===== src/rtl/core/ezrm_pkg.sv =====
// Package for the Euler Z-Y-X to rotation matrix block.
// Holds item types, CORDIC constants, the arctangent table and output rounding.
// No dependencies.
package ezrm_pkg;

    localparam int TABLE_LEN = 24;
    localparam int ANG_W     = 36;
    localparam int XY_W      = 34;
    localparam int SC_W      = 32;
    localparam int PROD_W    = 64;

    localparam logic signed [ANG_W-1:0] ANG_PI      = 36'sd3373259426;
    localparam logic signed [ANG_W-1:0] ANG_HALF_PI = 36'sd1686629713;
    localparam logic signed [XY_W-1:0]  GAIN_INIT   = 34'sd652032874;
    localparam logic signed [17:0]      ONE_Q14     = 18'sd16384;

    typedef struct packed {
        logic signed [15:0] yaw_angle;
        logic signed [15:0] pitch_angle;
        logic signed [15:0] roll_angle;
    } ezrm_angles_t;

    typedef struct packed {
        logic signed [15:0] elem_00;
        logic signed [15:0] elem_01;
        logic signed [15:0] elem_02;
        logic signed [15:0] elem_10;
        logic signed [15:0] elem_11;
        logic signed [15:0] elem_12;
        logic signed [15:0] elem_20;
        logic signed [15:0] elem_21;
        logic signed [15:0] elem_22;
    } ezrm_matrix_t;

    function automatic logic [31:0] atan_q30(input int idx);
        logic [31:0] r;
        case (idx)
            0:       r = 32'h3243F6A8;
            1:       r = 32'h1DAC6705;
            2:       r = 32'h0FADBAFC;
            3:       r = 32'h07F56EA6;
            4:       r = 32'h03FEAB76;
            5:       r = 32'h01FFD55B;
            6:       r = 32'h00FFFAAA;
            7:       r = 32'h007FFF55;
            8:       r = 32'h003FFFEA;
            9:       r = 32'h001FFFFD;
            10:      r = 32'h000FFFFF;
            11:      r = 32'h0007FFFF;
            12:      r = 32'h0003FFFF;
            13:      r = 32'h0001FFFF;
            14:      r = 32'h0000FFFF;
            15:      r = 32'h00007FFF;
            16:      r = 32'h00003FFF;
            17:      r = 32'h00001FFF;
            18:      r = 32'h00000FFF;
            19:      r = 32'h000007FF;
            20:      r = 32'h000003FF;
            21:      r = 32'h000001FF;
            22:      r = 32'h000000FF;
            23:      r = 32'h0000007F;
            default: r = 32'h00000000;
        endcase
        return r;
    endfunction

    function automatic logic signed [15:0] sat_q14(input logic signed [17:0] v);
        logic signed [15:0] r;
        if (v > ONE_Q14)
        begin
            r = 16'sd16384;
        end
        else if (v < -ONE_Q14)
        begin
            r = -16'sd16384;
        end
        else
        begin
            r = v[15:0];
        end
        return r;
    endfunction

    function automatic logic signed [15:0] to_q14(input logic signed [PROD_W-1:0] v);
        logic signed [PROD_W-1:0] t;
        t = (v + (64'sd1 <<< 45)) >>> 46;
        return sat_q14(t[17:0]);
    endfunction

endpackage


===== src/rtl/core/ezrm_cordic_lane.sv =====
// Pipelined CORDIC sine/cosine lane: one angle per cycle, one stage per step.
// Depends on ezrm_pkg.
module ezrm_cordic_lane
    import ezrm_pkg::*;
#(
    parameter int STEPS = 16
)
(
    input  logic                   clk,
    input  logic signed [15:0]     angle,
    output logic signed [SC_W-1:0] sin_val,
    output logic signed [SC_W-1:0] cos_val
);

    localparam int N = (STEPS > TABLE_LEN) ? TABLE_LEN : STEPS;

    logic signed [XY_W-1:0]  x_reg [0:N];
    logic signed [XY_W-1:0]  y_reg [0:N];
    logic signed [ANG_W-1:0] z_reg [0:N];
    logic                    flip_reg [0:N];

    logic signed [ANG_W-1:0] z_in;
    logic signed [ANG_W-1:0] z_next;
    logic                    flip_next;

    assign z_in = {{3{angle[15]}}, angle, 17'b0};

    always_comb
    begin
        z_next    = z_in;
        flip_next = 1'b0;
        if (z_in > ANG_HALF_PI)
        begin
            z_next    = ANG_PI - z_in;
            flip_next = 1'b1;
        end
        else if (z_in < -ANG_HALF_PI)
        begin
            z_next    = -ANG_PI - z_in;
            flip_next = 1'b1;
        end
    end

    always_ff @(posedge clk)
    begin
        x_reg[0]    <= GAIN_INIT;
        y_reg[0]    <= '0;
        z_reg[0]    <= z_next;
        flip_reg[0] <= flip_next;
    end

    for (genvar i = 0; i < N; i++)
    begin : g_step
        logic signed [XY_W-1:0]  xs;
        logic signed [XY_W-1:0]  ys;
        logic signed [ANG_W-1:0] at;

        assign xs = x_reg[i] >>> i;
        assign ys = y_reg[i] >>> i;
        assign at = ANG_W'(atan_q30(i));

        always_ff @(posedge clk)
        begin
            if (!z_reg[i][ANG_W-1])
            begin
                x_reg[i+1] <= x_reg[i] - ys;
                y_reg[i+1] <= y_reg[i] + xs;
                z_reg[i+1] <= z_reg[i] - at;
            end
            else
            begin
                x_reg[i+1] <= x_reg[i] + ys;
                y_reg[i+1] <= y_reg[i] - xs;
                z_reg[i+1] <= z_reg[i] + at;
            end
            flip_reg[i+1] <= flip_reg[i];
        end
    end

    assign sin_val = y_reg[N][SC_W-1:0];
    assign cos_val = flip_reg[N] ? -x_reg[N][SC_W-1:0] : x_reg[N][SC_W-1:0];

endmodule


===== config.mk =====
export PLATFORM = sky130hd
export DESIGN_NAME = ezrm_cordic_lane
export DESIGN_NICKNAME = d
export VERILOG_FILES = /design/src/rtl/core/ezrm_pkg.sv /design/src/rtl/core/ezrm_cordic_lane.sv
export SDC_FILE = /design/constraint.sdc
export NUM_CORES = 2
export LEC_CHECK = 0
export BUFFER_PORTS_ARGS = -buffer_cell sky130_fd_sc_hd__buf_2
export CORE_MARGIN = 4
export CORE_UTILIZATION = 55
export CTS_CLUSTER_SIZE = 40
export DETAILED_ROUTE_END_ITERATION = 7
export PLACE_DENSITY = 0.73
export SLEW_MARGIN = 25
export SYNTH_ARGS = -nofsm -noshare
export SYNTH_HDL_FRONTEND = slang
export SYNTH_SLANG_ARGS = --single-unit

===== constraint.sdc =====
create_clock -name clk -period 4.4 [get_ports clk]
set_input_delay 0.66 -clock clk [delete_from_list [all_inputs] [get_ports clk]]
set_output_delay 0.66 -clock clk [all_outputs]
set_load 0.01 [all_outputs]

==> impl_metrics.ini <==
[critical_path]
cp-start-kind = flop
r2r_cells = 20
worstSetupPathType = reg -> out
arrival_ns = 4.05
critPathCaptureType = output pin
r2r_start = x_reg[9][17]
cp_max_fo = 3
crit_required_ns = 3.74
reg2reg_to = y_reg[10][32]
r2r_slack_ns = -0.02

[sta]
relSlewSlack = 0.457
fin_skew_ns = 0.0365
drv_slew = 0
hold_viol = 0
fin_crit_ns = 4.71
fin_crit_sh = 1.07
fin_ws_ns = -0.311
setup_violations = 5
whs_ns = 0.130
worstMarginPinSlew_ns = 0.809
grt_setup_unrepaired = true
max_freq_mhz = 212

[synthesis]
synth_top_area_frac = 0.268
synth_top_area_cell = dfxtp_1
synthTopCellsByCount = dfxtp_1, a21oi_1, ha_1, xnor2_1, nor2_1
synth_cells = 13400
synth_area_leaders = dfxtp_1, ha_1, xnor2_1, a21oi_1, xor2_1
netlist_area_um2 = 113000
ys_types = 86
ys_ff_latch = 1514
ys_seq_area_frac = 0.268
ys_warn_count = 0
syn_avg_cell_area_um2 = 8.44
synth_nets = 14900
synth_edf_count = 0
synth_ff_type = dfxtp_1
yosysMostFrequentCell = dfxtp_1
synth-async-reset-ratio = 0

[floorplan]
coreArea_um2 = 205000
io_pins = 81
die_height_um = 461
fp-row-count = 166
die_x_um = 461
die_area_um2 = 213000
start_util = 0.553

[global_route]
grt_pass1_wl_mm = 499
grt-ovfl-total = 0
grt_pass1_vias = 97900
grt_max_degree = 66
antenna_found_initial = 4
grtUsageTotal = 0.283

[placed_design]
dp.cells = 16700
place_worst_setup_slack_ns = -0.298
io_buffers = 80
hpwl_mm = 252
routabilityCongestion = 0.958

[route]
ant_nets = 0
drt-initial-drc-count = 6276
wl_met1_mm = 135
drt-total-wl_mm = 314
dr.max_layer_used = met4
drtPass1Iterations = 6
num_vias = 100000
via_per_inst = 5.87
wl_per_cell_um = 18.4
dr_wl_met2_mm = 154
wl_met3_mm = 13.5
drc = 0

[final_layout]
final_cells = 17100
layout.nets = 15800
largest_reg_flops = 509
drive_above_1_share = 0.121
register_area_um2 = 30400
area_delta_synth_final_pct = 15.1
multi_input_area_um2 = 81900
finish.utilization = 0.637
fillers = 17400

[cts]
clock-root-buffer = clkbuf_16
cts_tree = yes
cts_htree_levels = 4
numCtsBuffers = 173
clkLatencyLatePin_ns = 0.81
clock_path_buffers = 3
cts_hold_buf = 0
cts.sinks = 1514
clk_pin_slew_worst_paths_ns = 0.06

[outcome]
violations = setup timing
status = complete, but fails checks

[hold_path]
worstHoldStart = angle[2]
whs_path_depth = 2
hold_path.class = in -> reg
whs_endpoint = z_reg[0][19]

[run]
max-cap-violations = 0
## critical path, cell delays in order (launching register included)
cell	delay, ns
dfxtp_2	0.33
inv_2	0.06
nand2_2	0.05
or4_4	0.42
or2_4	0.26
or3_4	0.34
or4_4	0.43
or3_4	0.35
or4_4	0.48
o41ai_4	0.25
xnor2_1	0.15
buf_2	0.15
## routing by layer
| layer | up-vias | global-route usage |
|---|---|---|
| met5 | - | 0 |
| met4 | 0 | 0.0970 |
| met3 | 582 | 0.0321 |
| met2 | 2386 | 0.509 |
| met1 | 47300 | 0.348 |
| li1 | 50000 | - |
## logic make-up after synthesis
group / synth area share
multiplexers: 0.0118
adder cells (fa/ha/maj): 0.168
flip-flops: 0.268
AND/OR/NAND/NOR: 0.147
XOR/XNOR: 0.148
AO/OA/AOI/OAI: 0.231
buffers and inverters: 0.0262
## through the flow
step | TNS (ns) | area (µm²)
after global routing | -3.74 | 130000
final | -1.05 | 130000
after floorplan | 0 | 113000
after CTS | -1.88 | 128000
after detailed placement | -3.29 | 122000
after global placement | -1.90 | 122000
## worst max path at each step
stage / start / to / slack (ns)
final: x_reg[16][0] / cos_val[29] / -0.31
after floorplan: x_reg[9][20] / y_reg[10][32] / 0.009
after global placement: x_reg[9][20] / y_reg[10][32] / -0.42
after global routing: x_reg[16][0] / cos_val[29] / -0.45
after CTS: x_reg[16][0] / cos_val[29] / -0.37
after detailed placement: y_reg[4][16] / x_reg[5][33] / -0.30
## cell type report
cell class                 instances  area share
antenna                            3   0.0000576
clock buffer                     222      0.0375
clock inverter                    95     0.00862
inverter                         581      0.0168
multi-input combinational      11100       0.629
sequential                      1514       0.233
tap                             2688      0.0258
timing repair buffer             866      0.0494
## repair_timing
| action | CTS | global route |
|---|---|---|
| pin swaps | 30 | 190 |
| resized for setup | 84 | 413 |
| setup endpoints to repair | 44 | 182 |
| setup buffers | 22 | 52 |
## layout by cell type (no fill, tap or decap), types with 39 or more instances in the layout
| master | Yosys | routed |
|---|---|---|
| and2_1 | 62 | 55 |
| nor2b_1 | 215 | 213 |
| inv_1 | 576 | 571 |
| a21oi_2 | 0 | 43 |
| nand4_1 | 95 | 95 |
| a31o_2 | 45 | 45 |
| buf_4 | 1 | 769 |
| nand2b_1 | 217 | 216 |
| o21ai_1 | 3 | 39 |
| o31ai_1 | 65 | 53 |
| o21a_1 | 232 | 232 |
| mux2i_1 | 62 | 60 |
| xnor2_1 | 1258 | 1247 |
| o21bai_1 | 169 | 168 |
| ha_1 | 1453 | 1441 |
| and3_1 | 106 | 102 |
| nor4_1 | 87 | 61 |
| a21oi_1 | 1501 | 1458 |
| nor2_1 | 1171 | 1144 |
| clkbuf_16 | 0 | 175 |
| nand3_1 | 212 | 208 |
| nand2_1 | 637 | 627 |
| a31oi_1 | 149 | 143 |
| dfxtp_1 | 1514 | 1482 |
| or3_1 | 94 | 84 |
| a21boi_0 | 51 | 46 |
| mux2_2 | 63 | 63 |
| xor2_1 | 647 | 644 |
| nor3_1 | 321 | 277 |
| a21o_1 | 737 | 737 |
| or2_2 | 55 | 50 |
| o21ai_0 | 641 | 592 |
| o211ai_1 | 59 | 59 |
| a211oi_1 | 124 | 112 |
| fa_1 | 42 | 42 |
| buf_2 | 2 | 79 |
Power is left out: the tool's default activity adds up to more than one toggle a clock period on the data nets, which glitch-free logic cannot reach.
